**config.mk**
```make
export PLATFORM = sky130hd
export DESIGN_NAME = serial_frame_receiver_checksum_core_flat
export DESIGN_NICKNAME = d
export VERILOG_FILES = /design/src/hw/rtl/sfr_pkg.sv /design/src/hw/rtl/sfr_if.sv /design/src/hw/rtl/serial_frame_receiver_checksum_core.sv /design/src/hw/rtl/sfr_ctrl.sv /design/src/hw/rtl/sfr_datapath.sv /design/src/flat_wrapper.sv
export SDC_FILE = /design/constraint.sdc
export NUM_CORES = 1
export LEC_CHECK = 0
export BUFFER_PORTS_ARGS = -buffer_cell sky130_fd_sc_hd__buf_4
export CAP_MARGIN = 10
export CORE_MARGIN = 2
export CORE_UTILIZATION = 40
export DETAILED_ROUTE_END_ITERATION = 10
export SYNTH_ARGS = -nofsm -noshare
export SYNTH_HDL_FRONTEND = slang
export SYNTH_SLANG_ARGS = --single-unit
```
**constraint.sdc**
```tcl
create_clock -name clock -period 7.5 [get_ports clock]
set_clock_uncertainty 0.15 [all_clocks]
set_input_delay 0.375 -clock clock [delete_from_list [all_inputs] [get_ports clock]]
set_output_delay 0.375 -clock clock [all_outputs]
set_load 0.01 [all_outputs]
```
**src/hw/rtl/sfr_pkg.sv**
```systemverilog
// Shared types and constants for the serial frame receiver.
`timescale 1ns / 1ps

package sfr_pkg;

   localparam int BYTE_W = 8;
   localparam int CSR_IDX_W = 8;

   localparam logic [CSR_IDX_W-1:0] REG_HEADER = 8'd0;
   localparam logic [CSR_IDX_W-1:0] REG_TYPE = 8'd1;

   localparam logic [BYTE_W-1:0] HEADER_RESET = 8'h05;
   localparam logic [BYTE_W-1:0] TYPE_RESET = 8'h5b;

   localparam int OP_W = 3;
   localparam logic [OP_W-1:0] OP_HEADER = 3'd0;
   localparam logic [OP_W-1:0] OP_TYPE = 3'd1;
   localparam logic [OP_W-1:0] OP_LEN_LO = 3'd2;
   localparam logic [OP_W-1:0] OP_LEN_HI = 3'd3;
   localparam logic [OP_W-1:0] OP_DATA = 3'd4;
   localparam logic [OP_W-1:0] OP_CHECK = 3'd5;

   typedef struct packed {
      logic take;
      logic [OP_W-1:0] op;
      logic rd_go;
   } cmd_type;

   typedef struct packed {
      logic header_hit;
      logic type_hit;
      logic len_bad;
      logic len_one;
      logic data_last;
      logic sum_hit;
      logic rd_last;
   } status_type;

endpackage

```
**src/hw/rtl/sfr_if.sv**
```systemverilog
// Handshake channel interfaces for received bytes, frame words and register writes.
`timescale 1ns / 1ps

interface sfr_req_if;
   logic valid;
   logic ready;
   logic [sfr_pkg::BYTE_W-1:0] rx_byte;
   modport source(output valid, output rx_byte, input ready);
   modport sink(input valid, input rx_byte, output ready);
endinterface

interface sfr_rsp_if;
   logic valid;
   logic ready;
   logic [sfr_pkg::BYTE_W-1:0] frame_byte;
   logic frame_last;
   modport source(output valid, output frame_byte, output frame_last, input ready);
   modport sink(input valid, input frame_byte, input frame_last, output ready);
endinterface

interface sfr_csr_if;
   logic valid;
   logic ready;
   logic [sfr_pkg::CSR_IDX_W-1:0] reg_index;
   logic [sfr_pkg::BYTE_W-1:0] wr_data;
   modport source(output valid, output reg_index, output wr_data, input ready);
   modport sink(input valid, input reg_index, input wr_data, output ready);
endinterface

```
**src/hw/rtl/serial_frame_receiver_checksum_core.sv**
```systemverilog
// Top level of the serial frame receiver with additive checksum.
//
//   Channel   Direction  Words carried
//   req_chan  in         rx_byte, one received byte
//   rsp_chan  out        frame_byte, frame_last of a verified frame
//   csr_chan  in         reg_index, wr_data; always ready
//
// A received byte is taken whenever it is valid outside readout, so bytes may arrive back to back.
// After a matching checksum byte the stored frame of 4+L words is read out of
// the single-port frame store at one word per cycle while the output is taken,
// and input is held off until the last read is issued.
// Reset is synchronous; the frame store is not cleared.
// A stalled output holds its word and stalls the readout.
`timescale 1ns / 1ps

module serial_frame_receiver_checksum_core #(
   parameter int MAX_FRAME = 64
) (
   input  logic      clock,
   input  logic      reset,
   sfr_req_if.sink   req_chan,
   sfr_rsp_if.source rsp_chan,
   sfr_csr_if.sink   csr_chan
);

   sfr_pkg::cmd_type    cmd;
   sfr_pkg::status_type status;

   sfr_ctrl u_ctrl (
      .clock     (clock),
      .reset     (reset),
      .req_valid (req_chan.valid),
      .req_ready (req_chan.ready),
      .status    (status),
      .cmd       (cmd)
   );

   sfr_datapath #(
      .MAX_FRAME (MAX_FRAME)
   ) u_datapath (
      .clock     (clock),
      .reset     (reset),
      .cmd       (cmd),
      .status    (status),
      .rx_byte   (req_chan.rx_byte),
      .csr_valid (csr_chan.valid),
      .csr_ready (csr_chan.ready),
      .csr_index (csr_chan.reg_index),
      .csr_data  (csr_chan.wr_data),
      .rsp_valid (rsp_chan.valid),
      .rsp_ready (rsp_chan.ready),
      .rsp_byte  (rsp_chan.frame_byte),
      .rsp_last  (rsp_chan.frame_last)
   );

endmodule

```
**src/hw/rtl/sfr_ctrl.sv**
```systemverilog
// Frame parsing state machine that sequences the datapath.
`timescale 1ns / 1ps

module sfr_ctrl (
   input  logic                 clock,
   input  logic                 reset,
   input  logic                 req_valid,
   output logic                 req_ready,
   input  sfr_pkg::status_type  status,
   output sfr_pkg::cmd_type     cmd
);

   localparam logic [2:0] PH_HUNT = 3'd0;
   localparam logic [2:0] PH_TYPE = 3'd1;
   localparam logic [2:0] PH_LEN_LO = 3'd2;
   localparam logic [2:0] PH_LEN_HI = 3'd3;
   localparam logic [2:0] PH_DATA = 3'd4;
   localparam logic [2:0] PH_CHECK = 3'd5;
   localparam logic [2:0] PH_READOUT = 3'd6;

   logic [2:0] phase_ff;
   logic [2:0] phase_in;
   logic       take;

   assign req_ready = (phase_ff != PH_READOUT);
   assign take = req_valid && req_ready;

   always_comb begin
      cmd.take = take;
      cmd.rd_go = (phase_ff == PH_READOUT);
      cmd.op = sfr_pkg::OP_HEADER;
      phase_in = phase_ff;
      unique case (phase_ff)
         PH_TYPE: begin
            cmd.op = sfr_pkg::OP_TYPE;
            if (take) begin
               phase_in = status.type_hit ? PH_LEN_LO : PH_HUNT;
            end
         end
         PH_LEN_LO: begin
            cmd.op = sfr_pkg::OP_LEN_LO;
            if (take) begin
               phase_in = PH_LEN_HI;
            end
         end
         PH_LEN_HI: begin
            cmd.op = sfr_pkg::OP_LEN_HI;
            if (take) begin
               if (status.len_bad) begin
                  phase_in = PH_HUNT;
               end else if (status.len_one) begin
                  phase_in = PH_CHECK;
               end else begin
                  phase_in = PH_DATA;
               end
            end
         end
         PH_DATA: begin
            cmd.op = sfr_pkg::OP_DATA;
            if (take && status.data_last) begin
               phase_in = PH_CHECK;
            end
         end
         PH_CHECK: begin
            cmd.op = sfr_pkg::OP_CHECK;
            if (take) begin
               phase_in = status.sum_hit ? PH_READOUT : PH_HUNT;
            end
         end
         PH_READOUT: begin
            if (status.rd_last) begin
               phase_in = PH_HUNT;
            end
         end
         default: begin
            cmd.op = sfr_pkg::OP_HEADER;
            if (take) begin
               phase_in = status.header_hit ? PH_TYPE : PH_HUNT;
            end
         end
      endcase
   end

   always_ff @(posedge clock) begin
      if (reset) begin
         phase_ff <= PH_HUNT;
      end else begin
         phase_ff <= phase_in;
      end
   end

endmodule

```
**src/hw/rtl/sfr_datapath.sv**
```systemverilog
// Frame store, running sum, length tracking, registers and output word register.
`timescale 1ns / 1ps

module sfr_datapath #(
   parameter int MAX_FRAME = 64
) (
   input  logic                          clock,
   input  logic                          reset,
   input  sfr_pkg::cmd_type              cmd,
   output sfr_pkg::status_type           status,
   input  logic [sfr_pkg::BYTE_W-1:0]    rx_byte,
   input  logic                          csr_valid,
   output logic                          csr_ready,
   input  logic [sfr_pkg::CSR_IDX_W-1:0] csr_index,
   input  logic [sfr_pkg::BYTE_W-1:0]    csr_data,
   output logic                          rsp_valid,
   input  logic                          rsp_ready,
   output logic [sfr_pkg::BYTE_W-1:0]    rsp_byte,
   output logic                          rsp_last
);

   localparam int AW = $clog2(MAX_FRAME);

   logic [sfr_pkg::BYTE_W-1:0] mem [MAX_FRAME];

   logic [sfr_pkg::BYTE_W-1:0] header_ff;
   logic [sfr_pkg::BYTE_W-1:0] type_ff;
   logic [sfr_pkg::BYTE_W-1:0] sum_ff;
   logic [sfr_pkg::BYTE_W-1:0] sum_in;
   logic [sfr_pkg::BYTE_W-1:0] len_lo_ff;
   logic [AW-1:0]              len_ff;
   logic [AW-1:0]              count_ff;
   logic [AW-1:0]              rd_addr_ff;
   logic [AW-1:0]              wr_addr;
   logic [AW-1:0]              last_addr;
   logic [15:0]                len_full;
   logic [sfr_pkg::BYTE_W-1:0] rd_data_ff;
   logic                       rd_tag_ff;
   logic                       out_valid_ff;
   logic                       out_valid_in;
   logic                       rd_issue;
   logic                       rd_at_end;

   assign csr_ready = 1'b1;
   assign len_full = {rx_byte, len_lo_ff};
   assign last_addr = len_ff + AW'(3);
   assign rd_at_end = (rd_addr_ff == last_addr);
   assign rd_issue = cmd.rd_go && (!out_valid_ff || rsp_ready);
   assign out_valid_in = rd_issue || (out_valid_ff && !rsp_ready);

   assign status.header_hit = (rx_byte == header_ff);
   assign status.type_hit = (rx_byte == type_ff);
   assign status.len_bad = (len_full == 16'd0) || (len_full > 16'(MAX_FRAME - 4));
   assign status.len_one = (len_full == 16'd1);
   assign status.data_last = ((count_ff + AW'(1)) == (len_ff - AW'(1)));
   assign status.sum_hit = (sum_ff == rx_byte);
   assign status.rd_last = rd_issue && rd_at_end;

   assign rsp_valid = out_valid_ff;
   assign rsp_byte = rd_data_ff;
   assign rsp_last = rd_tag_ff;

   always_comb begin
      wr_addr = '0;
      sum_in = sum_ff + rx_byte;
      case (cmd.op)
         sfr_pkg::OP_TYPE: wr_addr = AW'(1);
         sfr_pkg::OP_LEN_LO: wr_addr = AW'(2);
         sfr_pkg::OP_LEN_HI: wr_addr = AW'(3);
         sfr_pkg::OP_DATA: wr_addr = AW'(4) + count_ff;
         sfr_pkg::OP_CHECK: wr_addr = last_addr;
         default: begin
            wr_addr = '0;
            sum_in = rx_byte;
         end
      endcase
   end

   always_ff @(posedge clock) begin
      if (cmd.take) begin
         mem[wr_addr] <= rx_byte;
      end
      if (rd_issue) begin
         rd_data_ff <= mem[rd_addr_ff];
         rd_tag_ff <= rd_at_end;
      end
   end

   always_ff @(posedge clock) begin
      if (cmd.take) begin
         if (cmd.op == sfr_pkg::OP_LEN_LO) begin
            len_lo_ff <= rx_byte;
         end
         if (cmd.op == sfr_pkg::OP_LEN_HI) begin
            len_ff <= len_full[AW-1:0];
         end
      end
   end

   always_ff @(posedge clock) begin
      if (reset) begin
         header_ff <= sfr_pkg::HEADER_RESET;
         type_ff <= sfr_pkg::TYPE_RESET;
         sum_ff <= '0;
         count_ff <= '0;
         rd_addr_ff <= '0;
         out_valid_ff <= 1'b0;
      end else begin
         if (csr_valid && csr_ready) begin
            if (csr_index == sfr_pkg::REG_HEADER) begin
               header_ff <= csr_data;
            end else if (csr_index == sfr_pkg::REG_TYPE) begin
               type_ff <= csr_data;
            end
         end
         if (cmd.take) begin
            sum_ff <= sum_in;
            if (cmd.op == sfr_pkg::OP_DATA) begin
               count_ff <= count_ff + AW'(1);
            end else begin
               count_ff <= '0;
            end
         end
         if (cmd.take && cmd.op == sfr_pkg::OP_CHECK) begin
            rd_addr_ff <= '0;
         end else if (rd_issue) begin
            rd_addr_ff <= rd_addr_ff + AW'(1);
         end
         out_valid_ff <= out_valid_in;
      end
   end

endmodule

```
**src/flat_wrapper.sv**
```systemverilog
// flat-port wrapper written by rule: the top's interface ports become plain ports
module serial_frame_receiver_checksum_core_flat 
#(
   parameter int MAX_FRAME = 64
)
  (clock, reset, req_chan_valid, req_chan_rx_byte, req_chan_ready, rsp_chan_valid, rsp_chan_frame_byte, rsp_chan_frame_last, rsp_chan_ready, csr_chan_valid, csr_chan_reg_index, csr_chan_wr_data, csr_chan_ready);
  sfr_req_if req_chan_i ();
  sfr_rsp_if rsp_chan_i ();
  sfr_csr_if csr_chan_i ();
  input  logic clock;
  input  logic reset;
  input wire logic [$bits(req_chan_i.valid)-1:0] req_chan_valid;
  input wire logic [$bits(req_chan_i.rx_byte)-1:0] req_chan_rx_byte;
  output wire logic [$bits(req_chan_i.ready)-1:0] req_chan_ready;
  output wire logic [$bits(rsp_chan_i.valid)-1:0] rsp_chan_valid;
  output wire logic [$bits(rsp_chan_i.frame_byte)-1:0] rsp_chan_frame_byte;
  output wire logic [$bits(rsp_chan_i.frame_last)-1:0] rsp_chan_frame_last;
  input wire logic [$bits(rsp_chan_i.ready)-1:0] rsp_chan_ready;
  input wire logic [$bits(csr_chan_i.valid)-1:0] csr_chan_valid;
  input wire logic [$bits(csr_chan_i.reg_index)-1:0] csr_chan_reg_index;
  input wire logic [$bits(csr_chan_i.wr_data)-1:0] csr_chan_wr_data;
  output wire logic [$bits(csr_chan_i.ready)-1:0] csr_chan_ready;
  assign req_chan_i.valid = req_chan_valid;
  assign req_chan_i.rx_byte = req_chan_rx_byte;
  assign req_chan_ready = req_chan_i.ready;
  assign rsp_chan_valid = rsp_chan_i.valid;
  assign rsp_chan_frame_byte = rsp_chan_i.frame_byte;
  assign rsp_chan_frame_last = rsp_chan_i.frame_last;
  assign rsp_chan_i.ready = rsp_chan_ready;
  assign csr_chan_i.valid = csr_chan_valid;
  assign csr_chan_i.reg_index = csr_chan_reg_index;
  assign csr_chan_i.wr_data = csr_chan_wr_data;
  assign csr_chan_ready = csr_chan_i.ready;
  serial_frame_receiver_checksum_core #(.MAX_FRAME(MAX_FRAME)) u_core (.clock(clock), .reset(reset), .req_chan(req_chan_i), .rsp_chan(rsp_chan_i), .csr_chan(csr_chan_i));
endmodule
```
==> flow_metrics.env <==
export IMPL_insertedDiodeCount=0
export IMPL_port_buffer_count=39
export IMPL_post_route_cells_drive_above_1_share=0.238
export IMPL_vias=11352
export IMPL_synth_largest_area_cell="sky130_fd_sc_hd__edfxtp_1"
export IMPL_clk_path_buf_depth=3
export IMPL_routedWlPerCell_um=24.2
export IMPL_fin_setup_tns_ps=0
export IMPL_total_of_warnings_raised_by_yosys=0
export IMPL_grt_max_degree=103
export IMPL_avgSynthCellArea_sq_um=19.5
export IMPL_switching_share_of_power=0.202
export IMPL_register_area_sq_um=16900
export IMPL_worst_skew_pair_later_pin_latency_ps=630
export IMPL_intPower_mw=5.32
export IMPL_slew_viol_final=0
export IMPL_number_of_nets_produced_by_synthesis=1236
export IMPL_worst_ep_required_time_ps=7590
export IMPL_finalSetupViolations=0
export IMPL_dieHeight_um=245
export IMPL_min_delay_path_class="primary input to flop"
export IMPL_die_width_um=245
export IMPL_seq_power_share=0.527
export IMPL_number_of_antenna_violating_nets_in_the_routed_design=0
export IMPL_route_final_wire_length_um=50100
export IMPL_slew_headroom=0.230
export IMPL_clkSinkCount=575
export IMPL_synth_cells=1193
export IMPL_drtPass1Iterations=5
export IMPL_cts_inserted_buffers=58
export IMPL_max_freq_ghz=0.229
export IMPL_synth_seq_cells=575
export IMPL_synth_top_flop_cell="sky130_fd_sc_hd__edfxtp_1"
export IMPL_synth_top_cells_by_count="sky130_fd_sc_hd__edfxtp_1, sky130_fd_sc_hd__mux4_2, sky130_fd_sc_hd__nor2_1"
export IMPL_filler_cell_count=4821
export IMPL_core_region_area_sq_um=57600
export IMPL_timing_setup_critical_path_class="flop to flop"
export IMPL_first_global_vias=11559
export IMPL_via_per_inst=5.48
export IMPL_effective_utilization_at_floorplan=0.403
export IMPL_max_cap_viol_count=0
export IMPL_synth_async_reset_ratio=0
export IMPL_vdd_ir_drop_worst_mv=0.195
export IMPL_post_cts_gate_resize_count=0
export IMPL_top_area_cells_in_the_synthesized_netlist="sky130_fd_sc_hd__edfxtp_1, sky130_fd_sc_hd__mux4_2, sky130_fd_sc_hd__dfxtp_1"
export IMPL_slew_at_the_pin_closest_to_its_max_slew_limit_ps=1150
export IMPL_post_route_period_util=0.581
export IMPL_global_route_wire_length_before_repair_um=75800
export IMPL_synth_edf_count=535
export IMPL_placementRows=88
export IMPL_post_synth_top_area_fraction=0.692
export IMPL_grt_setup_unrepaired="false"
export IMPL_setup_worst_path_start_class="flop"
export IMPL_synth_seq_area_share=0.726
export IMPL_hold_viol_final=0
export IMPL_place_detailed_hpwl_um=29900
export IMPL_syn_to_final_growth_pct=13.7
export IMPL_worstPathArrival_ps=4450
export IMPL_ios=41
export IMPL_drcViolationCount=0
export IMPL_tritoncts_clock_tree="done"
export IMPL_power_clock_fraction=0.449
export IMPL_fin_nets=1298
export IMPL_groute_usage_overall=0.171
export IMPL_gp_routability_congestion=0.771
export IMPL_yosys_cell_count_top_type="sky130_fd_sc_hd__edfxtp_1"
export IMPL_cellPowerDensity_nw_per_um2=253
export IMPL_yosys_cell_types_count=56
export IMPL_comb_power_share=0.024
export IMPL_fp_dieArea_sq_um=60000
export IMPL_status="complete, no violations"
export IMPL_post_cts_repair_setup_buffers=0
export IMPL_syn_area_sq_um=23200
export IMPL_power_net_switching_mw=1.35
export IMPL_number_of_antenna_violations_at_the_first_check_in_global_routing=1
export IMPL_clkTransAtPathRegs_ps=60
export IMPL_end_kind="flop"
export IMPL_multi_input_area_sq_um=6040
export IMPL_finalCoreUtilization=0.459
export IMPL_final_min_clock_period_ps=4360
export IMPL_postCtsHoldBufs=9
export IMPL_detailedRoute_firstIterationViolations=1051
export IMPL_root_buffer="sky130_fd_sc_hd__clkbuf_16"
export IMPL_global_route_overflow_total=0
export IMPL_p_leak_nw=7.99
export IMPL_htreeDepth=2
export IMPL_crit_fanout=10
==> registers in the layout, summed over array words and instances, names as in the netlist <==
| register | cells |
|---|---|
| u_core.u_ctrl.phase_ff | 3 |
| u_core.u_datapath.count_ff | 6 |
| u_core.u_datapath.header_ff | 8 |
| u_core.u_datapath.len_ff | 6 |
| u_core.u_datapath.len_lo_ff | 8 |
| u_core.u_datapath.mem | 512 |
| u_core.u_datapath.rd_addr_ff | 6 |
| u_core.u_datapath.rsp_byte | 8 |
| u_core.u_datapath.rsp_last | 1 |
| u_core.u_datapath.rsp_valid | 1 |
| u_core.u_datapath.sum_ff | 8 |
| u_core.u_datapath.type_ff | 8 |
==> kinds of logic (layout without fill, tap and decap cells) <==
logic type | after synthesis | in the layout | share of synthesized area
AO/OA/AOI/OAI | 70 | 70 | 0.0219
XOR/XNOR | 46 | 46 | 0.0173
adder cells (fa/ha/maj) | 15 | 15 | 0.00829
buffers and inverters | 74 | 186 | 0.0140
flip-flops | 575 | 575 | 0.726
multiplexers | 181 | 181 | 0.167
other | 1 | 1 | 0.000161
AND/OR/NAND/NOR | 231 | 231 | 0.0454
==> worst paths after layout <==
kind,startpoint,end,slack (ps),depth (start not counted)
max reg2reg,u_core.u_ctrl.phase_ff[1],u_core.u_datapath.mem[37][7],3140,7
max,u_core.u_ctrl.phase_ff[1],u_core.u_datapath.mem[37][7],3140,7
min reg2reg,u_core.u_datapath.len_lo_ff[1],u_core.u_datapath.len_ff[1],330,0
min,reset,u_core.u_datapath.header_ff[6],20,2
==> routing by layer <==
layer / up-vias / wire length [um] / global-route usage
met3: 72 / 2580 / 0.0283
met2: 316 / 24000 / 0.270
met5: - / 0 / 0
met1: 5979 / 22300 / 0.244
met4: 0 / 1160 / 0.0499
li1: 4985 / - / -
==> stage by stage <==
stage	cells	setup slack, ps	hold WS, ps	power, mW	cell area (sq um)
after floorplan	1193	4530	299	3.66	23200
after global placement	1950	3460	317	3.74	24300
after detailed placement	1950	3220	319	3.74	24300
after CTS	2069	3230	2.79	6.73	26400
after global routing	2070	2970	29.6	6.87	26400
final	2070	3140	22.4	6.67	26400
==> layout make-up <==
type	instances	area share
clock buffers	68	0.0572
clock inverters	42	0.0183
inverters	17	0.00242
multi-input cells	544	0.229
flip-flops and latches	575	0.639
well taps	765	0.0362
repair buffers	59	0.0180
==> placed cells by master (no fill, tap or decap), types with 3 or more instances in the layout <==
cell and count:
sky130_fd_sc_hd__o21a_1 5, sky130_fd_sc_hd__a211oi_1 4, sky130_fd_sc_hd__a22oi_1 3, sky130_fd_sc_hd__mux2i_1 15, sky130_fd_sc_hd__a21o_1 4, sky130_fd_sc_hd__nor3b_1 3
sky130_fd_sc_hd__a211o_1 8, sky130_fd_sc_hd__nand3_1 15, sky130_fd_sc_hd__xnor2_1 33, sky130_fd_sc_hd__nor2_1 112, sky130_fd_sc_hd__o22ai_1 3, sky130_fd_sc_hd__dfxtp_1 36
sky130_fd_sc_hd__buf_4 48, sky130_fd_sc_hd__dlygate4sd3_1 9, sky130_fd_sc_hd__clkinv_1 15, sky130_fd_sc_hd__nor2b_1 11, sky130_fd_sc_hd__xor2_1 13, sky130_fd_sc_hd__inv_6 3
sky130_fd_sc_hd__nand2b_1 6, sky130_fd_sc_hd__or3_1 3, sky130_fd_sc_hd__mux4_2 165, sky130_fd_sc_hd__ha_1 13, sky130_fd_sc_hd__nand2_1 38, sky130_fd_sc_hd__edfxtp_1 535
sky130_fd_sc_hd__nand3b_1 4, sky130_fd_sc_hd__o21ai_0 12, sky130_fd_sc_hd__bufinv_16 9, sky130_fd_sc_hd__clkinv_2 7, sky130_fd_sc_hd__nor3_1 12, sky130_fd_sc_hd__clkinvlp_4 5
sky130_fd_sc_hd__a311oi_1 6, sky130_fd_sc_hd__clkbuf_1 9, sky130_fd_sc_hd__a21oi_1 11, sky130_fd_sc_hd__inv_1 15, sky130_fd_sc_hd__nand4_1 12, sky130_fd_sc_hd__clkbuf_16 59
sky130_fd_sc_hd__nor4_1 8
==> critical path: stages, from the launching register on <==
cell                       delay [ps]
sky130_fd_sc_hd__dfxtp_1          470
sky130_fd_sc_hd__inv_1            170
sky130_fd_sc_hd__ha_1             360
sky130_fd_sc_hd__maj3_1           370
sky130_fd_sc_hd__nand2b_1         200
sky130_fd_sc_hd__o221ai_1         460
sky130_fd_sc_hd__nand4_1          750
sky130_fd_sc_hd__nor2_1          1060
==> power groups by stage <==
stage	combinational (mW)	clock, mW	sequential (mW)
floorplan	0.0746	0	3.58
global placement	0.153	0	3.58
detailed placement	0.157	0	3.58
CTS	0.161	3.05	3.52
global route	0.177	3.18	3.52
finish	0.158	3.00	3.52
Note: power is estimated with default switching activity, not from simulation.
